$ cat src/hw/rtl/cbm_pkg.sv
`default_nettype none

package cbm_pkg;

  localparam int unsigned LANES      = 8;
  localparam int unsigned LANE_W     = 3;
  localparam int unsigned COUNT_W    = 4;
  localparam int unsigned ADDR_W     = 32;
  localparam int unsigned DATA_W     = 64;
  localparam int unsigned CFG_SIZE_W = 17;
  localparam int unsigned CFG_IDX_W  = 2;
  localparam int unsigned SUM_W      = 33;

  localparam logic [7:0] FILL_BYTE = 8'h57;

  localparam logic [CFG_IDX_W-1:0]  REG_MEMORY_BYTES_IN_USE = 2'd0;
  localparam logic [CFG_IDX_W-1:0]  REG_CHECK_ENABLE        = 2'd1;
  localparam logic [CFG_SIZE_W-1:0] SIZE_RESET              = 17'd65536;

  typedef enum logic [0:0] {
    OP_READ  = 1'b0,
    OP_WRITE = 1'b1
  } op_e;

  typedef enum logic [0:0] {
    ST_OK      = 1'b0,
    ST_INVALID = 1'b1
  } status_e;

  typedef struct packed {
    op_e                operation;
    logic [ADDR_W-1:0]  byte_address;
    logic [COUNT_W-1:0] byte_count;
    logic [DATA_W-1:0]  write_bytes;
  } in_item_t;

  typedef struct packed {
    logic [DATA_W-1:0] read_bytes;
    status_e           access_status;
  } out_item_t;

  // decoded access, per-lane view
  typedef struct packed {
    logic               ok;
    logic               wr_op;
    logic [LANES-1:0]   lane_en;
    logic [LANE_W-1:0]  offset;
    logic [COUNT_W-1:0] count;
  } access_t;

endpackage

`default_nettype wire

$ cat src/hw/rtl/cbm_lane_ctrl.sv
`default_nettype none

module cbm_lane_ctrl import cbm_pkg::*; #(
  parameter int unsigned STORE_BYTES      = 65536,
  parameter int unsigned MAX_ACCESS_BYTES = 8,
  parameter int unsigned ROW_W            = 13
) (
  input  wire in_item_t              item_i,
  input  wire logic [CFG_SIZE_W-1:0] size_i,
  output access_t                    acc_o,
  output logic      [ROW_W-1:0]      base_row_o
);

  localparam logic [SUM_W-1:0]   STORE_LIMIT = SUM_W'(STORE_BYTES);
  localparam logic [COUNT_W-1:0] MAX_COUNT   = COUNT_W'(MAX_ACCESS_BYTES);

  logic [SUM_W-1:0]  limit;
  logic [SUM_W-1:0]  end_addr;
  logic [LANE_W-1:0] offset;
  logic [LANE_W-1:0] idx;

  always_comb begin
    limit    = (SUM_W'(size_i) > STORE_LIMIT) ? STORE_LIMIT : SUM_W'(size_i);
    end_addr = SUM_W'(item_i.byte_address) + SUM_W'(item_i.byte_count);
    offset   = item_i.byte_address[LANE_W-1:0];

    acc_o.ok       = (item_i.byte_count != '0) && (item_i.byte_count <= MAX_COUNT)
                     && (end_addr <= limit);
    acc_o.wr_op    = (item_i.operation == OP_WRITE);
    acc_o.offset   = offset;
    acc_o.count    = item_i.byte_count;
    idx            = '0;
    for (int b = 0; b < LANES; b++) begin
      // byte position that lands in lane b
      idx              = LANE_W'(b) - offset;
      acc_o.lane_en[b] = (COUNT_W'(idx) < item_i.byte_count);
    end
  end

  assign base_row_o = item_i.byte_address[ROW_W+LANE_W-1:LANE_W];

endmodule

`default_nettype wire

$ cat config.mk
export PLATFORM = sky130hd
export DESIGN_NAME = cbm_lane_ctrl
export DESIGN_NICKNAME = d
export VERILOG_FILES = /design/src/hw/rtl/cbm_pkg.sv /design/src/hw/rtl/cbm_lane_ctrl.sv
export SDC_FILE = /design/constraint.sdc
export NUM_CORES = 1
export LEC_CHECK = 0
export BUFFER_PORTS_ARGS = -buffer_cell sky130_fd_sc_hd__buf_2
export CAP_MARGIN = 20
export CELL_PAD_IN_SITES_DETAIL_PLACEMENT = 0
export CELL_PAD_IN_SITES_GLOBAL_PLACEMENT = 1
export CORE_UTILIZATION = 27
export DETAILED_ROUTE_END_ITERATION = 12
export GPL_TIMING_DRIVEN = 0
export PLACE_DENSITY = 0.95
export SYNTH_ARGS = -nofsm -noshare
export SYNTH_HDL_FRONTEND = slang
export SYNTH_SLANG_ARGS = --single-unit
export TNS_END_PERCENT = 100
$ cat constraint.sdc
create_clock -name vclk -period 2.6
set_input_delay 0 -clock vclk [all_inputs]
set_output_delay 0 -clock vclk [all_outputs]
set_load 0.02 [all_outputs]
==> flow_summary.json <==
{
  "final_hold_viol_count": 0,
  "antenna_found_initial": 0,
  "slowest_delay_ns": 0.34,
  "grtUsageTotal": 0.147,
  "grt-busiest-layer": "met2",
  "status": "finished, violations left",
  "route.antenna.remaining_nets": 0,
  "vdd_drop_max_v": 0.0000714,
  "layout_commonest_cell": "buf_2",
  "synth_largest_area_cell": "ha_1",
  "die_area_mm2": 0.00713,
  "fmax_ghz": 0.382,
  "hpwl_um": 4240,
  "yosys-top-cells-area": "ha_1 (24%), buf_4 (9.0%), nand2_1 (5.7%), xnor2_1 (5.7%), a21oi_1 (4.1%)",
  "grt_overflow": 0,
  "diodes": 0,
  "grtUsageMet2": 0.277,
  "p_per_area_mw_per_mm2": 176,
  "num_vias": 2072,
  "remaining_drc_errors": 4,
  "wl_per_cell_um": 12.6,
  "drv_cap": 0,
  "path_buf_inv": 4,
  "met3_usage": 0.00787,
  "drv_slew": 0,
  "syn-num-nets": 401,
  "wirelength_um": 5260,
  "die_w_um": 84.5,
  "tightest_slew_ns": 0.449,
  "slew_headroom": 0.698,
  "gp_congestion": 0.893,
  "final_cell_mix": "buf_2 (77), buf_4 (35), ha_1 (32)",
  "yosysSeqAreaShare": 0,
  "hold_path.class": "input pin to primary output",
  "path_delay_family": "buffers and inverters",
  "critPathSlowestCell": "ha_1",
  "syn_avg_cell_area_um2": 7.46,
  "crit_fanout": 11,
  "first_iter_violations": 69,
  "area_growth_pct": 40.9,
  "crit_type": "input pin to primary output",
  "rsz0062_at_grt": "true",
  "fp-row-count": 29,
  "core_area_mm2": 0.00646,
  "regArea_um2": 0,
  "stdcell_area_mm2": 0.00259,
  "drt-vias-per-instance": 4.95,
  "n_clock_buffer": 0,
  "syn_area_mm2": 0.00184,
  "drtPass1Iterations": 9,
  "finalSetupViolations": 1,
  "setup_slack_ns": -0.0150,
  "synthCells": 246,
  "io_pins": 148,
  "drive_gt1_frac": 0.453,
  "start_util": 0.284,
  "seq_cells": 0,
  "failed_checks": "DRC, setup timing",
  "p_leak_uw": 0.00124,
  "fin_cells": 419,
  "grt_pass1_wl_um": 8790,
  "yosys_warnings": 0,
  "die_y_um": 84.5,
  "grt_max_degree": 12,
  "period_share": 1.01,
  "dpl-instance-area_mm2": 0.00235,
  "cp-end-kind": "primary output",
  "placed_cells": 406,
  "numPortBuffers": 83,
  "yosysUniqueCellTypes": 55,
  "synth_top_area_share": 0.239,
  "grt_pass1_vias": 1978,
  "grtUsageMet1": 0.193,
  "period_needed_ns": 2.61,
  "cp.required_ns": 2.60,
  "cp.arrival_ns": 2.61,
  "critPathLaunchType": "input pin",
  "final_nets": 499,
  "cp_cell_sequence": "buf_4 -> ha_4 -> a21oi_1 -> a211oi_4 -> buf_6 -> buf_6 -> nand4_1 -> xnor2_1 -> ha_1 -> nand4_1 -> nor3_1 -> a2bb2oi_2 -> nor4_2 -> buf_2"
}
## path summary, 6_finish.rpt
check / from / to / slack [ns] / depth (start not counted)
setup / recovery: item_i[67] / acc_o[16] / -0.01 / 14
hold / removal: item_i[100] / acc_o[15] / 0.22 / 2
## cell usage after synthesis, types with 2 or more instances
cell type,instances
nor4_1,6
xor2_1,8
nor4_4,2
fa_1,2
nor3_1,7
nor3b_1,2
a21o_1,3
nand2b_1,2
o21bai_1,3
nor2_1,12
inv_1,16
a311oi_1,2
mux2_2,2
buf_4,22
nand2_1,28
ha_1,35
nor2b_1,2
nand3_1,13
and3_1,2
nand4_1,8
a211oi_1,2
nand4_4,2
a21oi_1,15
o21ai_0,3
xnor2_1,12
or2_2,6
## area by class of cell
cell class	instances	area [um^2]
fillers	671	3870
well taps	77	96.3
repair buffers	97	558
multi-input cells	206	1690
plain buffers	23	180
inverters	16	63.8
## kinds of logic (layout without fill, tap and decap cells)
logic type                 count (synthesis)  after routing  share of synthesized area
xor gates and xnor gates                  20             20                     0.0954
buffers and inverters                     40            136                      0.131
adders and majority gates                 37             37                      0.260
AOI/OAI and AO/OA                         43             43                      0.160
and+or+nand+nor                          102            102                      0.330
muxes                                      4              4                     0.0239
## where the power goes
group	internal [uW]	switching, uW	leakage (uW)
Combinational	210	245	0.00124
Clock	0	0	0
Sequential	0	0	0
## per-stage QoR
step | hold WS [ns] | setup WS, ns | util | total power (uW) | TNS [ns]
2_1_floorplan | 0.113 | 0.000902 | - | 261 | 0
3_3_place_gp | 0.219 | -0.571 | 0.363 | 398 | -0.571
3_5_place_dp | 0.222 | -0.561 | 0.363 | 409 | -0.561
4_1_cts | 0.222 | -0.00704 | 0.397 | 451 | -0.00704
5_1_grt | 0.228 | -0.132 | 0.400 | 508 | -0.132
6_report | 0.219 | -0.0150 | 0.400 | 456 | -0.0150
## what timing repair did
action / in CTS / in global routing
resized for setup: 26 / 4
endpoints found under the setup margin: 1 / 1
pin swaps: 15 / 3
hold buffers: 0 / 0
buffers inserted: 13 / 1
## per-layer routing
metal	part of all wire	up-vias	routed length [um]
li1	-	1069	-
met1	0.44	939	2340
met2	0.51	62	2660
met3	0.048	2	250
met4	0.0032	0	17
met5	0	-	0
Note: power is estimated with default switching activity, not from simulation.
