`src/hw/rtl/cbm_init.sv`:
```
`default_nettype none

module cbm_init #(
  parameter int unsigned ROWS  = 8192,
  parameter int unsigned ROW_W = 13
) (
  input  wire logic             clk_i,
  input  wire logic             rst_ni,
  output logic                  busy_o,
  output logic      [ROW_W-1:0] row_o
);

  localparam logic [ROW_W-1:0] LAST_ROW = ROW_W'(ROWS - 1);

  logic             busy_q, busy_d;
  logic [ROW_W-1:0] row_q, row_d;

  always_comb begin
    busy_d = busy_q;
    row_d  = row_q;
    if (busy_q) begin
      if (row_q == LAST_ROW) begin
        busy_d = 1'b0;
      end else begin
        row_d = row_q + ROW_W'(1);
      end
    end
  end

  always_ff @(posedge clk_i or negedge rst_ni) begin
    if (!rst_ni) begin
      busy_q <= 1'b1;
      row_q  <= '0;
    end else begin
      busy_q <= busy_d;
      row_q  <= row_d;
    end
  end

  assign busy_o = busy_q;
  assign row_o  = row_q;

endmodule

`default_nettype wire

```
`config.mk`:
```
export PLATFORM = sky130hd
export DESIGN_NAME = cbm_init
export DESIGN_NICKNAME = d
export VERILOG_FILES = /design/src/hw/rtl/cbm_init.sv
export SDC_FILE = /design/constraint.sdc
export NUM_CORES = 1
export LEC_CHECK = 0
export BUFFER_PORTS_ARGS = -buffer_cell sky130_fd_sc_hd__buf_2
export CAP_MARGIN = 20
export CORE_MARGIN = 3
export CORE_UTILIZATION = 45
export DETAILED_ROUTE_END_ITERATION = 7
export GPL_TIMING_DRIVEN = 0
export PLACE_DENSITY = 0.69
export REMOVE_ABC_BUFFERS = 1
export SKIP_CTS_REPAIR_TIMING = 1
export SLEW_MARGIN = 5
export SYNTH_ARGS = -nofsm -noshare
export SYNTH_HDL_FRONTEND = slang
export SYNTH_SLANG_ARGS = --single-unit
```
`constraint.sdc`:
```
create_clock -name clk_i -period 4.4 [get_ports clk_i]
set_input_delay 0.66 -clock clk_i [delete_from_list [all_inputs] [get_ports clk_i]]
set_output_delay 0.66 -clock clk_i [all_outputs]
set_load 0.05 [all_outputs]
```
==> impl_results.rst, run 1 <==
.. list-table::
   :header-rows: 1

   * - Metric
     - Value
   * - Number of rows created at floorplan
     - 13
   * - Number of cells on the worst reg-to-reg path
     - 5
   * - Number of storage elements in the synthesis netlist
     - 14
   * - Maximum VDD drop
     - 149 uV
   * - Pwr Total
     - 0.000205 W
   * - Core region area
     - approximately 1400 um^2
   * - Initial detailed-routing violation count
     - 4
   * - Vias per std cell
     - 5.83
   * - CP Data Required Time
     - 4.56 ns
   * - Max incr delay on CP
     - between 0.4 and 0.5 ns
   * - List of cells traversed by the critical path
     - ha_1 > and4_4 > nor3b_4 > and3_1 > mux2_1
   * - Dominant register cell in the synthesized netlist
     - sky130_fd_sc_hd__dfrtp_1
   * - Fraction of layout cells with a size suffix above 1
     - between 20% and 30%
   * - Maximum operating frequency
     - approximately 560 MHz
   * - First-pass GRT wire length
     - approximately 2200 um
   * - Number of antenna violations at the first check in global routing
     - 0
   * - Type of the worst min-delay path
     - in -> async
   * - Register-to-register setup slack
     - 2.63 ns
   * - Grt total ovfl
     - 0
   * - Area of the die
     - 2030 um^2
   * - Final critical delay including setup and external delays
     - 1.77 ns
   * - Cell count after synthesis
     - 63
   * - Total Routed Length
     - 1270 um
   * - Area grow syn2layout
     - 15.5%
   * - Final nets
     - between 80 and 90
   * - Clock tree from TritonCTS
     - done
   * - Layout fillers
     - about 140
   * - Number of I/O port buffers
     - 15
   * - Transition time at the pin with the least slew margin
     - 0.320 ns
   * - Most frequent cells in the layout
     - 15 x sky130_fd_sc_hd__buf_2, 13 x sky130_fd_sc_hd__dfrtp_1, 7 x sky130_fd_sc_hd__nand2_1, 5 x sky130_fd_sc_hd__and3_1
   * - Root buf cell
     - sky130_fd_sc_hd__clkbuf_4
   * - Post-place instance area
     - about 770 um^2
   * - GPL Wtd Cong
     - around 0.76
   * - Overall Global Routing Usage
     - 15.1%
   * - Count of yosys warnings during synthesis
     - 0
   * - Number of I/O pins
     - 16
   * - Average wire length per cell after detail routing
     - 13.5 um
   * - Syn Area/Cell
     - roughly 11 um^2
   * - Max clock buf depth
     - 2
   * - Worst clock skew on the final layout
     - approximately 0.0042 ns
   * - Vias in the first global route
     - 517
   * - DRC viols
     - 0
   * - Maximum number of pins on one net before global-route repair
     - 15
   * - Total count of hold-check failures in the final report
     - 0
   * - Placed insts
     - 90
   * - Worst setup path class
     - reg -> reg
   * - Post-route cell area
     - 793 um^2
   * - Unrepaired setup endpoints after global routing
     - no
   * - Async set-or-reset flop fraction in the synthesized netlist
     - 100%
   * - Height of the die
     - between 40 and 50 um
   * - Setup crit end kind
     - register
   * - Final-report setup violation count
     - 0
   * - Count of different cell masters after synthesis
     - 26
   * - CTS Sinks
     - 14
   * - CP max-delay cell
     - sky130_fd_sc_hd__dfrtp_1
   * - Starting density of the core
     - between 50% and 60%
   * - Total negative slack
     - 0 ns
   * - Fin cells
     - 94
   * - Number of buffers added by the clock tree synthesis step
     - 3
   * - Clock transition time at the flip-flop clock pins of the worst setup and hold paths
     - 0.08 ns
   * - Sequential area share after synthesis
     - about half
   * - Final period utilization
     - ~40%
   * - Capture instance of the worst register-to-register path
     - row_o[10]$_DFFE_PN0P_
   * - Via count of the routed design
     - about 550
   * - Leakage dissipation
     - between 0.4 and 0.5 nW
   * - Relative slew slack
     - 78.5%
   * - Run status
     - finished, final reports clean
   * - Antenna Diode Count
     - 0
   * - Ratio of total power to cell area
     - approximately 260 nW/um^2
   * - Most frequent standard cell in the layout excluding fill and tap cells
     - sky130_fd_sc_hd__buf_2
   * - Post-synthesis instance area
     - 687 um^2
   * - Layout Utilization
     - 58.1%
   * - Critical path launch point type
     - register
   * - Clock latency reported for the late side of the worst-skew pair
     - around 0.27 ns
   * - Launching point of the worst reg2reg path
     - row_o[0]$_DFFE_PN0P_
   * - Worst Path Max Fanout
     - 5
   * - Die X
     - about 45 um
   * - Max H-tree Level
     - 1
   * - Max-Cap Viols
     - 0
   * - Routed Antenna Nets
     - 0
   * - Number of flops mapped to enable cells by yosys
     - 0
   * - Number of pins with negative max-slew slack in the final report
     - 0
   * - CP arrival
     - around 1.9 ns
   * - First drt pass iteration count
     - 4
## per-stage QoR
stage	hold slack, ns	setup WS [ns]
after floorplan	0.364	2.40
after global placement	0.485	2.65
after detailed placement	0.488	2.60
after CTS	0.269	2.60
after global routing	0.277	2.51
final	0.264	2.63
## flip-flops by register name (all words and copies together), names as in the netlist
name / cells
busy_o: 1
row_o: 13
## critical path, delay by kind of cell, from the launching register on
family	cells	cell delay [ns]
adders and majority gates	1	0.24
and+or+nand+nor	3	0.70
DFF	1	0.41
muxes	1	0.31
## logic make-up after synthesis
| group | synth area share, % |
|---|---|
| xor+xnor | 5.10 |
| compound gates | 10.6 |
| simple gates | 24.0 |
| flops | 51.2 |
| fa+ha+maj | 1.82 |
| buf+inv | 2.55 |
| mux | 4.74 |
## cell type report
type / count / area, um^2 / share of cell area [%]
clock buffers: 4 / 26.3 / 3.31
multi-input cells: 45 / 318 / 40.1
well taps: 15 / 18.8 / 2.37
flip-flops and latches: 14 / 352 / 44.3
repair buffers: 15 / 75.1 / 9.46
inverters: 1 / 3.75 / 0.473
## worst max path at each step
stage | startpoint | endpoint | cells past startpoint | slack (ns)
floorplan | row_o[0]$_DFFE_PN0P_ | row_o[10]$_DFFE_PN0P_ | 5 | 2.40
finish | row_o[0]$_DFFE_PN0P_ | row_o[10]$_DFFE_PN0P_ | 5 | 2.63
detailed placement | row_o[0]$_DFFE_PN0P_ | row_o[10]$_DFFE_PN0P_ | 5 | 2.60
CTS | row_o[0]$_DFFE_PN0P_ | row_o[10]$_DFFE_PN0P_ | 5 | 2.60
global route | row_o[0]$_DFFE_PN0P_ | row_o[10]$_DFFE_PN0P_ | 5 | 2.51
global placement | row_o[0]$_DFFE_PN0P_ | row_o[10]$_DFFE_PN0P_ | 5 | 2.65
## synth_stat cells (2+ instances only)
master	n	area, um^2
sky130_fd_sc_hd__buf_2	2	10.0
sky130_fd_sc_hd__mux2_1	2	22.5
sky130_fd_sc_hd__dfrtp_1	13	325
sky130_fd_sc_hd__nand4_1	3	18.8
sky130_fd_sc_hd__a21oi_1	4	20.0
sky130_fd_sc_hd__nand3_1	4	20.0
sky130_fd_sc_hd__o21a_1	2	15.0
sky130_fd_sc_hd__and3_1	5	31.3
sky130_fd_sc_hd__xnor2_1	4	35.0
sky130_fd_sc_hd__a31oi_1	2	12.5
sky130_fd_sc_hd__nand2_1	7	26.3
## layer usage
metal | global-route usage (%) | vias up | routed length (um)
met4 | 8.77 | 0 | 34
met5 | 0 | - | 0
met2 | 24.0 | 19 | 593
met3 | 2.39 | 5 | 76
met1 | 19.2 | 257 | 567
li1 | - | 267 | -
## power by group
part,internal [W],switching (W)
Combinational,0.000000324,0.00000237
Clock,0.0000351,0.0000383
Sequential,0.000129,0
Total,0.000164,0.0000407
Note: power is estimated with default switching activity, not from simulation.
==> run 2: changes to the inputs <==
==> constraint.sdc (replaced) <==
create_clock -name clk_i -period 1.8 [get_ports clk_i]
set_input_delay 0.27 -clock clk_i [delete_from_list [all_inputs] [get_ports clk_i]]
set_output_delay 0.27 -clock clk_i [all_outputs]
set_load 0.05 [all_outputs]
==> run 2 against run 1 <==
Critical path depth is the same. Sequential power grew 140%. Critical endpoint unchanged. Register-to-register slack worse by 2.5 ns. Sequential share of layout area decreased by 1.9 points. Wire length is 2.4% higher. Utilization rose by 2.6 points. Total power increased by 150%. Hold slack gained 0.15 ns. Worst setup slack worse by 2.5 ns.
==> impl_results.rst, run 2 (same netlist as run 1, synthesis figures left out) <==
.. list-table::
   :header-rows: 1

   * - Metric
     - Value
   * - Count of cell instances traversed by the critical path
     - 5
   * - Type of the worst min-delay path
     - in -> async
   * - Register-to-register setup slack
     - between 0.1 and 0.15 ns
   * - CP Data Required Time
     - 1.96 ns
   * - Setup crit end kind
     - register
   * - Total Routed Length
     - 1300 um
   * - Final period utilization
     - about nine tenths
   * - Grt total ovfl
     - 0
   * - Relative slew slack
     - 78.8%
   * - Core region area
     - between 1000 and 1500 um^2
   * - List of cells traversed by the critical path
     - ha_2 > and4_4 > nor3b_4 > and3_1 > mux2_1
   * - Layout fillers
     - between 100 and 150
   * - Worst clock skew on the final layout
     - about 0.0045 ns
   * - Max incr delay on CP
     - roughly 0.37 ns
   * - Initial detailed-routing violation count
     - 3
   * - Layout Utilization
     - 60.6%
   * - Worst setup path class
     - reg -> reg
   * - Root buf cell
     - sky130_fd_sc_hd__clkbuf_4
   * - Launching point of the worst reg2reg path
     - row_o[0]$_DFFE_PN0P_
   * - Capture instance of the worst register-to-register path
     - row_o[10]$_DFFE_PN0P_
   * - Max clock buf depth
     - 2
   * - Area grow syn2layout
     - 20.6%
   * - Final worst hold slack
     - a little over 0.4 ns
   * - Flip-flop count of the largest register after layout
     - 13
   * - Number of cells on the worst reg-to-reg path
     - 5
   * - Average wire length per cell after detail routing
     - 13.3 um
   * - Leakage dissipation
     - 0.447 nW
   * - Number of pins with negative max-slew slack in the final report
     - 0
   * - First-pass GRT wire length
     - around 2200 um
   * - Final critical delay including setup and external delays
     - 1.66 ns
   * - Die X
     - between 40 and 50 um
   * - Maximum VDD drop
     - approximately 360 uV
   * - Number of antenna violations at the first check in global routing
     - 0
   * - Clock tree from TritonCTS
     - done
   * - Post-Place Setup Slack
     - about 0.0029 ns
   * - Final nets
     - 87
   * - Antenna Diode Count
     - 0
   * - Number of buffers added by the clock tree synthesis step
     - 3
   * - Via count of the routed design
     - approximately 550
   * - Most frequent cells in the layout
     - 15 x sky130_fd_sc_hd__buf_2, 13 x sky130_fd_sc_hd__dfrtp_1, 7 x sky130_fd_sc_hd__nand2_1, 5 x sky130_fd_sc_hd__and3_1
   * - Total negative slack
     - 0 ns
   * - Number of I/O port buffers
     - 15
   * - Worst Path Max Fanout
     - 5
   * - Ratio of total power to cell area
     - about 600 nW/um^2
   * - Pwr Total
     - about 0.0005 W
   * - Worst setup slack after layout
     - roughly 0.14 ns
   * - Number of buffer and inverter instances along the worst setup path
     - 0
   * - Total count of hold-check failures in the final report
     - 0
   * - Overall Global Routing Usage
     - roughly 15%
   * - Most frequent standard cell in the layout excluding fill and tap cells
     - sky130_fd_sc_hd__buf_2
   * - Clock latency reported for the late side of the worst-skew pair
     - around 0.27 ns
   * - Routed Antenna Nets
     - 0
   * - Starting density of the core
     - between 50% and 60%
   * - Final-report setup violation count
     - 0
   * - Area of the die
     - between 2000 and 2500 um^2
   * - Cell family with most CP delay
     - simple AND/OR/NAND/NOR gates
   * - Fraction of layout cells with a size suffix above 1
     - between 30 and 40%
   * - Maximum number of pins on one net before global-route repair
     - 15
   * - Vias per std cell
     - between 5 and 6
   * - Unrepaired setup endpoints after global routing
     - no
   * - GPL Wtd Cong
     - 0.757
   * - First drt pass iteration count
     - 4
   * - Height of the die
     - 45.1 um
   * - CP startpoint
     - row_o[0]$_DFFE_PN0P_
   * - Run status
     - finished, final reports clean
   * - Critical path launch point type
     - register
   * - DRC viols
     - 0
   * - Vias in the first global route
     - between 500 and 600
   * - CTS Sinks
     - 14
   * - Transition time at the pin with the least slew margin
     - between 0.3 and 0.4 ns
   * - CP max-delay cell
     - sky130_fd_sc_hd__dfrtp_1
   * - Maximum operating frequency
     - 604 MHz
   * - Number of I/O pins
     - 16
   * - Max H-tree Level
     - 1
   * - Destination of the critical timing path
     - row_o[10]$_DFFE_PN0P_
   * - CP arrival
     - between 1.5 and 2 ns
   * - Clock transition time at the flip-flop clock pins of the worst setup and hold paths
     - 0.08 ns
   * - Max-Cap Viols
     - 0
   * - Number of rows created at floorplan
     - 13
==> run 2: cell types whose count changed in the layout (fill, tap and decap cells not counted) <==
cell | previous run | this run
sky130_fd_sc_hd__buf_4 | 0 | 3
sky130_fd_sc_hd__dlygate4sd3_1 | 0 | 1
sky130_fd_sc_hd__ha_1 | 1 | 0
sky130_fd_sc_hd__ha_2 | 0 | 1
==> run 2: report_power, final <==
group | switching (W) | leakage [nW] | internal [W] | total (W)
sequential | 0 | 0.192 | 0.000314 | 0.000314
clock | 0.0000936 | 0.0150 | 0.0000859 | 0.000179
combinational | 0.00000604 | 0.240 | 0.00000220 | 0.00000824
total | 0.0000997 | 0.447 | 0.000402 | 0.000502
==> run 2: area by class of cell <==
type / count / area, um^2 / share of cell area, %
multi-input combinational: 45 / 320 / 38.7
tap: 15 / 18.8 / 2.27
clock buffer: 4 / 26.3 / 3.17
sequential: 14 / 352 / 42.4
timing repair buffer: 19 / 108 / 13.0
inverter: 1 / 3.75 / 0.453
==> run 2: worst min path at each step <==
stage | to | cells past startpoint
global placement | row_o[4]$_DFFE_PN0P_ | 1
detailed placement | row_o[4]$_DFFE_PN0P_ | 1
finish | row_o[12]$_DFFE_PN0P_ | 2
floorplan | row_o[0]$_DFFE_PN0P_ | 0
CTS | row_o[12]$_DFFE_PN0P_ | 1
global route | row_o[8]$_DFFE_PN0P_ | 2
==> run 2: metal layers <==
metal  share of wire [%]  global-route usage (%)
met3                 4.9                    2.39
met1                  47                    19.2
met2                  46                    24.0
met5                   0                       0
met4                 2.6                    8.77
==> run 2: worst reg2reg max path, delay by kind of cell, from the launching register on <==
family | cells | cell delay (ns)
adder cells (fa/ha/maj) | 1 | 0.22
flip-flops | 1 | 0.37
multiplexers | 1 | 0.31
AND/OR/NAND/NOR | 3 | 0.64
==> run 2: metrics by stage <==
stage / cell area [um^2] / std cells
global placement: 767 / 90
detailed placement: 767 / 90
CTS: 793 / 94
global route: 828 / 98
floorplan: 673 / 60
finish: 828 / 98
